==> src/dsfd_pkg.sv <==
// shared types and constants of the stuffed frame decoder
package dsfd_pkg;

  localparam int unsigned MAX_PAYLOAD_DEF = 256;
  localparam int unsigned QUEUE_DEPTH     = 2;

  localparam logic [7:0] SYM_START = 8'h55;
  localparam logic [7:0] SYM_END   = 8'h04;
  localparam logic [7:0] SYM_ESC   = 8'h05;

  localparam logic [1:0] KIND_PAYLOAD = 2'd0;
  localparam logic [1:0] KIND_GOOD    = 2'd1;
  localparam logic [1:0] KIND_CSUM    = 2'd2;
  localparam logic [1:0] KIND_DROP    = 2'd3;

  typedef struct packed {
    logic [1:0] kind;
    logic [7:0] data;
    logic [8:0] position;
  } res_t;

endpackage

==> src/dle_stuffed_frame_decoder.sv <==
// top level of the byte-stuffed frame decoder with checksum check
//
//   channel  direction  ports                                     beat
//   in       input      in_rx_byte, in_chunk_end                  one serial byte
//   out      output     out_kind, out_data, out_position          zero or one per byte
//
// one byte is taken every cycle while in_stall is low; its result, if any, is written
// to the queue as the byte is taken, then moves on to the output register
// rst_n is synchronous; it returns the framing state to chunk start and empties the queue
// an output stall fills the two-entry queue; in_stall rises only when it is full
module dle_stuffed_frame_decoder import dsfd_pkg::*; #(
  parameter int unsigned MAX_PAYLOAD = MAX_PAYLOAD_DEF
) (
  input  logic       clk,
  input  logic       rst_n,
  input  logic       in_valid,
  output logic       in_stall,
  input  logic [7:0] in_rx_byte,
  input  logic       in_chunk_end,
  output logic       out_valid,
  input  logic       out_stall,
  output logic [1:0] out_kind,
  output logic [7:0] out_data,
  output logic [8:0] out_position
);

  logic  q_push;
  logic  q_full;
  res_t  push_data;
  res_t  head;
  logic  pop;
  logic  not_empty;

  dsfd_front #(
    .MAX_PAYLOAD(MAX_PAYLOAD)
  ) u_front (
    .clk          (clk),
    .rst_n        (rst_n),
    .in_valid     (in_valid),
    .in_stall     (in_stall),
    .in_rx_byte   (in_rx_byte),
    .in_chunk_end (in_chunk_end),
    .q_full       (q_full),
    .q_push       (q_push),
    .q_data       (push_data)
  );

  dsfd_queue #(
    .DEPTH(QUEUE_DEPTH)
  ) u_queue (
    .clk       (clk),
    .rst_n     (rst_n),
    .push      (q_push),
    .push_data (push_data),
    .full      (q_full),
    .pop       (pop),
    .not_empty (not_empty),
    .head      (head)
  );

  dsfd_back u_back (
    .clk          (clk),
    .rst_n        (rst_n),
    .q_not_empty  (not_empty),
    .q_head       (head),
    .q_pop        (pop),
    .out_valid    (out_valid),
    .out_stall    (out_stall),
    .out_kind     (out_kind),
    .out_data     (out_data),
    .out_position (out_position)
  );

endmodule

==> src/dsfd_front.sv <==
// front end: takes bytes, runs the framing state and classifies each beat
module dsfd_front import dsfd_pkg::*; #(
  parameter int unsigned MAX_PAYLOAD = MAX_PAYLOAD_DEF
) (
  input  logic       clk,
  input  logic       rst_n,
  input  logic       in_valid,
  output logic       in_stall,
  input  logic [7:0] in_rx_byte,
  input  logic       in_chunk_end,
  input  logic       q_full,
  output logic       q_push,
  output res_t       q_data
);

  localparam int unsigned CNT_W = $clog2(MAX_PAYLOAD + 2);
  localparam logic [CNT_W-1:0] MAX_CNT = CNT_W'(MAX_PAYLOAD);

  localparam logic [1:0] PH_OPEN   = 2'd0;
  localparam logic [1:0] PH_SECOND = 2'd1;
  localparam logic [1:0] PH_FRAME  = 2'd2;
  localparam logic [1:0] PH_IGNORE = 2'd3;

  logic [1:0]       phase_r, phase_nxt;
  logic             esc_r, esc_nxt;
  logic [7:0]       sum_r, sum_nxt;
  logic [CNT_W-1:0] cnt_r, cnt_nxt;
  logic             accept;
  logic             emit;
  res_t             res;
  logic [CNT_W+8:0] cnt_ext;
  logic [8:0]       cnt_pos;
  logic             special;

  assign in_stall = q_full;
  assign accept   = in_valid && !q_full;
  assign cnt_ext  = {9'd0, cnt_r};
  assign cnt_pos  = cnt_ext[8:0];
  assign special  = (in_rx_byte == SYM_START) || (in_rx_byte == SYM_END) ||
                    (in_rx_byte == SYM_ESC);

  always_comb begin
    phase_nxt    = phase_r;
    esc_nxt      = esc_r;
    sum_nxt      = sum_r;
    cnt_nxt      = cnt_r;
    emit         = 1'b0;
    res.kind     = KIND_DROP;
    res.data     = 8'd0;
    res.position = 9'd0;
    unique case (phase_r)
      PH_OPEN: begin
        phase_nxt = (in_rx_byte == SYM_START) ? PH_SECOND : PH_IGNORE;
      end
      PH_SECOND: begin
        if (in_rx_byte == SYM_START) begin
          sum_nxt   = 8'd0;
          cnt_nxt   = '0;
          esc_nxt   = 1'b0;
          phase_nxt = PH_FRAME;
          emit      = in_chunk_end;
        end else begin
          phase_nxt = PH_IGNORE;
        end
      end
      PH_FRAME: begin
        priority if (!esc_r && cnt_r >= MAX_CNT) begin
          emit         = 1'b1;
          res.position = cnt_pos;
          phase_nxt    = PH_IGNORE;
        end else if (esc_r || !special) begin
          esc_nxt      = 1'b0;
          emit         = 1'b1;
          res.position = cnt_pos;
          if (!in_chunk_end) begin
            sum_nxt  = sum_r + in_rx_byte;
            res.kind = KIND_PAYLOAD;
            res.data = in_rx_byte;
            cnt_nxt  = cnt_r + 1'b1;
          end
        end else if (in_rx_byte == SYM_START) begin
          sum_nxt = 8'd0;
          cnt_nxt = '0;
          emit    = in_chunk_end;
        end else if (in_rx_byte == SYM_END) begin
          emit         = 1'b1;
          res.kind     = (sum_r == 8'd0) ? KIND_GOOD : KIND_CSUM;
          res.position = cnt_pos;
          phase_nxt    = PH_IGNORE;
        end else begin
          if (in_chunk_end) begin
            emit         = 1'b1;
            res.position = cnt_pos;
          end else begin
            esc_nxt = 1'b1;
          end
        end
      end
      PH_IGNORE: begin
      end
      default: begin
      end
    endcase
    if (in_chunk_end) begin
      phase_nxt = PH_OPEN;
      esc_nxt   = 1'b0;
      sum_nxt   = 8'd0;
      cnt_nxt   = '0;
    end
  end

  assign q_push = accept && emit;
  assign q_data = res;

  always_ff @(posedge clk) begin
    if (!rst_n) begin
      phase_r <= PH_OPEN;
      esc_r   <= 1'b0;
      sum_r   <= 8'd0;
      cnt_r   <= '0;
    end else if (accept) begin
      phase_r <= phase_nxt;
      esc_r   <= esc_nxt;
      sum_r   <= sum_nxt;
      cnt_r   <= cnt_nxt;
    end
  end

endmodule

==> src/dsfd_queue.sv <==
// short result queue between front and back ends
module dsfd_queue import dsfd_pkg::*; #(
  parameter int unsigned DEPTH = QUEUE_DEPTH
) (
  input  logic  clk,
  input  logic  rst_n,
  input  logic  push,
  input  res_t  push_data,
  output logic  full,
  input  logic  pop,
  output logic  not_empty,
  output res_t  head
);

  localparam int unsigned PTR_W = (DEPTH > 1) ? $clog2(DEPTH) : 1;
  localparam int unsigned CNT_W = $clog2(DEPTH + 1);
  localparam logic [PTR_W-1:0] LAST = PTR_W'(DEPTH - 1);
  localparam logic [CNT_W-1:0] FULL_CNT = CNT_W'(DEPTH);

  res_t             mem_r [DEPTH];
  logic [PTR_W-1:0] wr_r, rd_r;
  logic [CNT_W-1:0] cnt_r;
  logic             do_push, do_pop;

  assign full      = (cnt_r == FULL_CNT);
  assign not_empty = (cnt_r != '0);
  assign do_push   = push && !full;
  assign do_pop    = pop && not_empty;
  assign head      = mem_r[rd_r];

  always_ff @(posedge clk) begin
    if (do_push) begin
      mem_r[wr_r] <= push_data;
    end
  end

  always_ff @(posedge clk) begin
    if (!rst_n) begin
      wr_r  <= '0;
      rd_r  <= '0;
      cnt_r <= '0;
    end else begin
      if (do_push) begin
        wr_r <= (wr_r == LAST) ? '0 : wr_r + 1'b1;
      end
      if (do_pop) begin
        rd_r <= (rd_r == LAST) ? '0 : rd_r + 1'b1;
      end
      unique case ({do_push, do_pop})
        2'b10:   cnt_r <= cnt_r + 1'b1;
        2'b01:   cnt_r <= cnt_r - 1'b1;
        default: cnt_r <= cnt_r;
      endcase
    end
  end

endmodule

==> src/dsfd_back.sv <==
// back end: output register that hands results to the receiver
module dsfd_back import dsfd_pkg::*; (
  input  logic       clk,
  input  logic       rst_n,
  input  logic       q_not_empty,
  input  res_t       q_head,
  output logic       q_pop,
  output logic       out_valid,
  input  logic       out_stall,
  output logic [1:0] out_kind,
  output logic [7:0] out_data,
  output logic [8:0] out_position
);

  logic valid_r;
  res_t res_r;

  assign q_pop        = q_not_empty && (!valid_r || !out_stall);
  assign out_valid    = valid_r;
  assign out_kind     = res_r.kind;
  assign out_data     = res_r.data;
  assign out_position = res_r.position;

  always_ff @(posedge clk) begin
    if (q_pop) begin
      res_r <= q_head;
    end
  end

  always_ff @(posedge clk) begin
    if (!rst_n) begin
      valid_r <= 1'b0;
    end else if (q_pop) begin
      valid_r <= 1'b1;
    end else if (!out_stall) begin
      valid_r <= 1'b0;
    end
  end

endmodule
==> config.mk <==
export PLATFORM = sky130hd
export DESIGN_NAME = dle_stuffed_frame_decoder
export DESIGN_NICKNAME = d
export VERILOG_FILES = /design/src/dsfd_pkg.sv /design/src/dle_stuffed_frame_decoder.sv /design/src/dsfd_front.sv /design/src/dsfd_queue.sv /design/src/dsfd_back.sv
export SDC_FILE = /design/constraint.sdc
export NUM_CORES = 1
export LEC_CHECK = 0
export BUFFER_PORTS_ARGS = -buffer_cell sky130_fd_sc_hd__buf_2
export CAP_MARGIN = 20
export CORE_UTILIZATION = 64
export DETAILED_ROUTE_END_ITERATION = 6
export GPL_TIMING_DRIVEN = 1
export PLACE_DENSITY = 0.84
export SLEW_MARGIN = 10
export SYNTH_ARGS = -nofsm -noshare
export SYNTH_HDL_FRONTEND = slang
export SYNTH_HIERARCHICAL = 1
export SYNTH_SLANG_ARGS = --single-unit
==> constraint.sdc <==
create_clock -name clk -period 4.75 [get_ports clk]
set_input_delay 0.2375 -clock clk [delete_from_list [all_inputs] [get_ports clk]]
set_output_delay 0.2375 -clock clk [all_outputs]
set_load 0.05 [all_outputs]
==> results_dict.tcl, run 1 <==
set metrics [dict create \
    drc 0 \
    fill_cells 343 \
    start_util 0.682 \
    syn2layout_area_growth_pct 10.9 \
    cp-start-kind "flip-flop" \
    num_rows 27 \
    min-delay-start "out_stall" \
    synth_top_area_frac 0.442 \
    reg2reg_depth 9 \
    grt.total_usage 0.270 \
    syn-mean-instance-area_um2 12.4 \
    cts_root_buffer "clkbuf_8" \
    insertion_delay_ns 0.35 \
    tns_ns 0 \
    ant_nets 0 \
    multiInputGateArea_um2 1540 \
    peakVddDrop_v 0.000172 \
    overflow 0 \
    drv_slew 0 \
    stdcell_count 423 \
    die_h_um 79.8 \
    syn_inst 311 \
    synth_ff_type "edfxtp_1" \
    port_buffers 33 \
    syn_nets 337 \
    rsz0062_at_grt "no" \
    tritoncts "built" \
    outcome "finished clean" \
    dpl.hpwl_mm 5.36 \
    finalCritPeriodShare 0.663 \
    synth-seq-area-share 0.577 \
    finalSetupViolCount 0 \
    critical_path.top_delay_family "buffers and inverters" \
    yosysUniqueCellTypes 59 \
    syn_area_um2 3870 \
    fmaxAchievable_ghz 0.318 \
    crit_type "flip-flop to flip-flop" \
    cp-end-kind "flip-flop" \
    setup_slack_ns 1.60 \
    whs_ns 0.170 \
    path_clk_slew_ns 0.09 \
    seq_area_um2 2230 \
    drt_wl_total_mm 7.84 \
    cp_num_cells 9 \
    async_reset_ff_frac 0 \
    htree_levels 3 \
    top_level_ports 34 \
    cp.required_ns 4.73 \
    grt_max_degree 21 \
    finalCriticalPeriod_ns 3.15 \
    vias 2681 \
    cts_resized 0 \
    nets 372 \
    core_area_um2 5680 \
    p_leak_nw 1.48 \
    max_cap_violations 0 \
    synth-edff-count 57 \
    pre_cts_ws_ns 1.52 \
    wl_per_cell_um 18.5 \
    max_slew_margin 0.390 \
    finalHoldViolCount 0 \
    antenna-diode-count 0 \
    clock_sinks 83 \
    grt_pass1_wl_mm 12.7 \
    arrival_ns 3.13 \
    hold_class "input pin to flip-flop" \
    die-area_um2 6360 \
    finalClockSkew_ns 0.00683 \
    drive_above_1_share 0.242 \
    cp_slowest_cell "inv_1" \
    die_x_um 79.8 \
    via_per_inst 6.34 \
    tightest_slew_ns 0.916 \
    r2r_slack_ns 1.60 \
    yosys_warnings 6 \
    drt-initial-drc-count 182 \
    path_cells "inv_1 > ha_1 > inv_1 > a31oi_2 > a31oi_1 > nor2_1 > inv_1 > or3_1 > inv_1" \
    cts_buffers 9 \
    worstReg2RegEnd "u_queue/mem_r[0][18]" \
    place_congestion 0.868 \
    rr_startpoint "u_front/phase_r[0]" \
    grt_pass1_vias 2534 \
    finalPower_mw 1.40 \
    first_pass_iters 5 \
    path_max_fanout 19 \
    dp_cells 406 \
    cts_max_path_buffers 2 \
    p_per_area_nw_per_um2 327 \
    antenna_found_initial 0 \
    critPathLaunch "u_front/phase_r[0]" \
    slowest_delay_ns 0.58 \
    cts_hold_buf 0 \
    cts_setup_buffers 0 \
    final_cell_mix "edfxtp_1 (57), buf_2 (33), dfxtp_1 (26), mux2_2 (20), and2_1 (19)" \
    cp_common_cell "inv_1" \
    yosys_register_bits 83 \
    path_buf_inv 4 \
    ys_top_cells_by_area "edfxtp_1 (44%), dfxtp_1 (13%), mux2_2 (5.8%)" \
    cp-endpoint "u_queue/mem_r[0][18]" \
    synth_top_area_cell "edfxtp_1" \
    mostFrequentLayoutCell "edfxtp_1" \
]
==> worst min path at each step <==
stage / end / slack, ns / depth (start not counted)
global route: u_back/out_valid / 0.18 / 3
detailed placement: u_front/phase_r[0] / 0.48 / 2
CTS: u_back/out_valid / 0.17 / 3
floorplan: u_queue/cnt_r[0] / 0.36 / 1
finish: u_back/out_valid / 0.17 / 3
global placement: u_front/phase_r[0] / 0.46 / 2
==> cell families (layout without fill, tap and decap cells) <==
group                      count (synthesis)  in the layout  share of synthesized area
and+or+nand+nor                           87             87                      0.127
DFF                                       83             83                      0.577
AOI/OAI and AO/OA                         77             77                      0.146
muxes                                     21             21                     0.0608
buffers and inverters                     21             61                     0.0252
adders and majority gates                 13             13                     0.0440
xor gates and xnor gates                   9              9                     0.0204
==> sequential cells by signal, indices dropped and copies added, names as in the netlist, 2 cells and up, named ones only <==
register	flops
u_queue/cnt_r	2
u_queue/mem_r	38
u_back/out_kind	2
u_front/phase_r	2
u_back/out_data	8
u_front/cnt_pos	9
u_front/sum_r	8
u_back/out_position	9
==> stage by stage <==
| stage | util | area [um^2] |
|---|---|---|
| 6_report | 0.756 | 4290 |
| 5_1_grt | 0.756 | 4290 |
| 4_1_cts | 0.754 | 4280 |
| 3_5_place_dp | 0.718 | 4070 |
| 3_3_place_gp | 0.718 | 4070 |
| 2_1_floorplan | - | 3870 |
==> per-layer routing <==
layer  part of all wire  up-vias  GRT usage
met5                  0        -          0
met4              0.024        0      0.136
met1               0.43     1292      0.360
li1                   -     1251          -
met2               0.48      114      0.426
met3              0.063       24     0.0491
==> cell type report <==
cell class | count | share of cell area
multi-input combinational | 207 | 0.360
clock buffer | 10 | 0.0321
clock inverter | 6 | 0.0166
sequential | 83 | 0.520
inverter | 11 | 0.00962
tap | 72 | 0.0210
timing repair buffer | 34 | 0.0411
==> cells in the mapped netlist (4+ instances only) <==
library cell	instances
nor2b_1	6
ha_1	12
clkbuf_1	4
a22o_1	9
inv_1	10
nand2_1	15
o21ai_0	10
mux2_2	20
and2_1	19
o211ai_1	5
nand3_1	8
nor2_1	8
xnor2_1	8
dfxtp_1	26
nor4_1	4
edfxtp_1	57
a21oi_1	17
nor3_1	6
a21o_1	4
==> worst min-delay path, stage by stage <==
cell	delay [ns]
buf_2	0.10
a21oi_1	0.06
nor2b_1	0.09
==> power by group <==
part / leakage [nW] / switching [mW] / internal [mW] / total (mW)
sequential: 0.703 / 0.00612 / 0.774 / 0.780
clock: 0.0995 / 0.264 / 0.262 / 0.526
combinational: 0.674 / 0.0631 / 0.0350 / 0.0982
total: 1.48 / 0.333 / 1.07 / 1.40
No activity file was read; power rests on OpenSTA's default activity.
==> run 2: changes to the inputs <==
--- a/config.mk
+++ b/config.mk
@@ -7,10 +7,10 @@
 export LEC_CHECK = 0
 export BUFFER_PORTS_ARGS = -buffer_cell sky130_fd_sc_hd__buf_2
 export CAP_MARGIN = 20
-export CORE_UTILIZATION = 64
+export CORE_UTILIZATION = 53
 export DETAILED_ROUTE_END_ITERATION = 6
 export GPL_TIMING_DRIVEN = 1
-export PLACE_DENSITY = 0.84
+export PLACE_DENSITY = 0.74
 export SLEW_MARGIN = 10
 export SYNTH_ARGS = -nofsm -noshare
 export SYNTH_HDL_FRONTEND = slang
==> constraint.sdc (replaced) <==
create_clock -name clk -period 2.6 [get_ports clk]
set_input_delay 0.13 -clock clk [delete_from_list [all_inputs] [get_ports clk]]
set_output_delay 0.13 -clock clk [all_outputs]
set_load 0.05 [all_outputs]
==> results_dict.tcl, run 2 (synthesis gave the netlist of run 1 again) <==
set metrics [dict create \
    outcome "finished clean" \
    path_clk_slew_ns 0.08 \
    grt_max_degree 20 \
    drive_above_1_share 0.266 \
    largest_reg_flops 38 \
    finalCriticalPeriod_ns 2.23 \
    crit_type "input pin to flip-flop" \
    vias 2582 \
    htree_levels 3 \
    num_rows 30 \
    cts_setup_buffers 0 \
    final_cell_mix "edfxtp_1 (57), buf_2 (33), dfxtp_1 (26), mux2_2 (20), and2_1 (19)" \
    die_h_um 87.5 \
    cp-end-kind "flip-flop" \
    finalHoldViolCount 0 \
    regMostFlops "u_queue/mem_r" \
    p_per_area_nw_per_um2 563 \
    drc 0 \
    start_util 0.560 \
    cts_buffers 9 \
    via_per_inst 5.65 \
    antenna_found_initial 0 \
    seq_area_um2 2230 \
    die_x_um 87.5 \
    finalCritPeriodShare 0.859 \
    nets 382 \
    cts_hold_buf 0 \
    cts_root_buffer "clkbuf_8" \
    tritoncts "built" \
    clock_sinks 83 \
    hold_class "input pin to flip-flop" \
    peakVddDrop_v 0.000255 \
    insertion_delay_ns 0.36 \
    path_max_fanout 8 \
    finalClockSkew_ns 0.0103 \
    finalPower_mw 2.47 \
    pre_cts_ws_ns 0.0262 \
    cts_max_path_buffers 2 \
    tns_ns 0 \
    dp_cells 441 \
    drt-initial-drc-count 147 \
    ant_nets 0 \
    grt_pass1_vias 2429 \
    die-area_um2 7650 \
    arrival_ns 2.51 \
    syn2layout_area_growth_pct 13.3 \
    top_level_ports 34 \
    dpl.hpwl_mm 5.03 \
    grt_pass1_wl_mm 11.9 \
    antenna-diode-count 0 \
    port_buffers 33 \
    finalSetupViolCount 0 \
    rsz0062_at_grt "no" \
    core_area_um2 6910 \
    p_leak_nw 1.51 \
    place_congestion 0.895 \
    grt.total_usage 0.212 \
    drv_slew 0 \
    setup_slack_ns 0.367 \
    cp.required_ns 2.88 \
    drt_wl_total_mm 7.29 \
    fill_cells 574 \
    stdcell_count 457 \
    max_slew_margin 0.426 \
    tightest_slew_ns 0.860 \
    fin_util 0.635 \
    max_cap_violations 0 \
    wl_per_cell_um 16.0 \
    multiInputGateArea_um2 1540 \
    overflow 0 \
    cts_resized 0 \
    fmaxAchievable_ghz 0.448 \
    cp-start-kind "input pin" \
    mostFrequentLayoutCell "edfxtp_1" \
    first_pass_iters 4 \
]
-- run 2: cell count changes in the layout (fill, tap and decap cells not counted), sizes merged --
| cell | previous run | this run |
|---|---|---|
| clkbuf | 10 | 9 |
| bufinv | 1 | 0 |
| clkinvlp | 2 | 3 |
| inv | 13 | 14 |
| buf | 34 | 44 |
-- run 2: path summary, 6_finish.rpt --
check                      from                   to  slack, ns  depth (start not counted)
min reg2reg  u_front/phase_r[0]   u_front/phase_r[0]       0.48                          2
min                   out_stall     u_back/out_valid       0.09                          3
max reg2reg  u_front/phase_r[0]  u_queue/mem_r[0][8]       0.38                         10
max               in_rx_byte[3]     u_queue/cnt_r[1]       0.37                         10
-- run 2: worst max-delay path, stage by stage --
cell and delay, ns:
buf_2 0.11, or4b_1 0.71, a2111oi_4 0.30, a31oi_2 0.16, a31oi_1 0.19, nor2_1 0.09
nand2_1 0.07, ha_1 0.25, or3_1 0.35, a21boi_1 0.15
-- run 2: area by class of cell --
class                      instances  share of cell area
sequential                        83               0.509
multi-input combinational        207               0.352
timing repair buffer              44              0.0594
clock buffer                       9              0.0283
tap                               96              0.0274
clock inverter                     7              0.0131
inverter                          11              0.0103
-- run 2: metal layers --
layer / vias up / track usage / wire, um
met2: 64 / 0.340 / 3480
met3: 10 / 0.0645 / 368
met4: 0 / 0.0745 / 107
li1: 1280 / - / -
met1: 1228 / 0.271 / 3330
met5: - / 0 / 0
-- run 2: through the flow --
stage	hold WS (ns)	area (um^2)
6_report	0.0856	4380
5_1_grt	0.0974	4380
4_1_cts	0.0613	4380
3_5_place_dp	0.436	4200
3_3_place_gp	0.401	4200
2_1_floorplan	0.252	3870
-- run 2: power by group --
| part | internal (mW) | switching, mW | leakage [nW] | total (mW) |
|---|---|---|---|---|
| Combinational | 0.0711 | 0.115 | 0.718 | 0.186 |
| Sequential | 1.41 | 0.0105 | 0.703 | 1.42 |
| Clock | 0.361 | 0.497 | 0.0886 | 0.858 |
| Total | 1.85 | 0.622 | 1.51 | 2.47 |
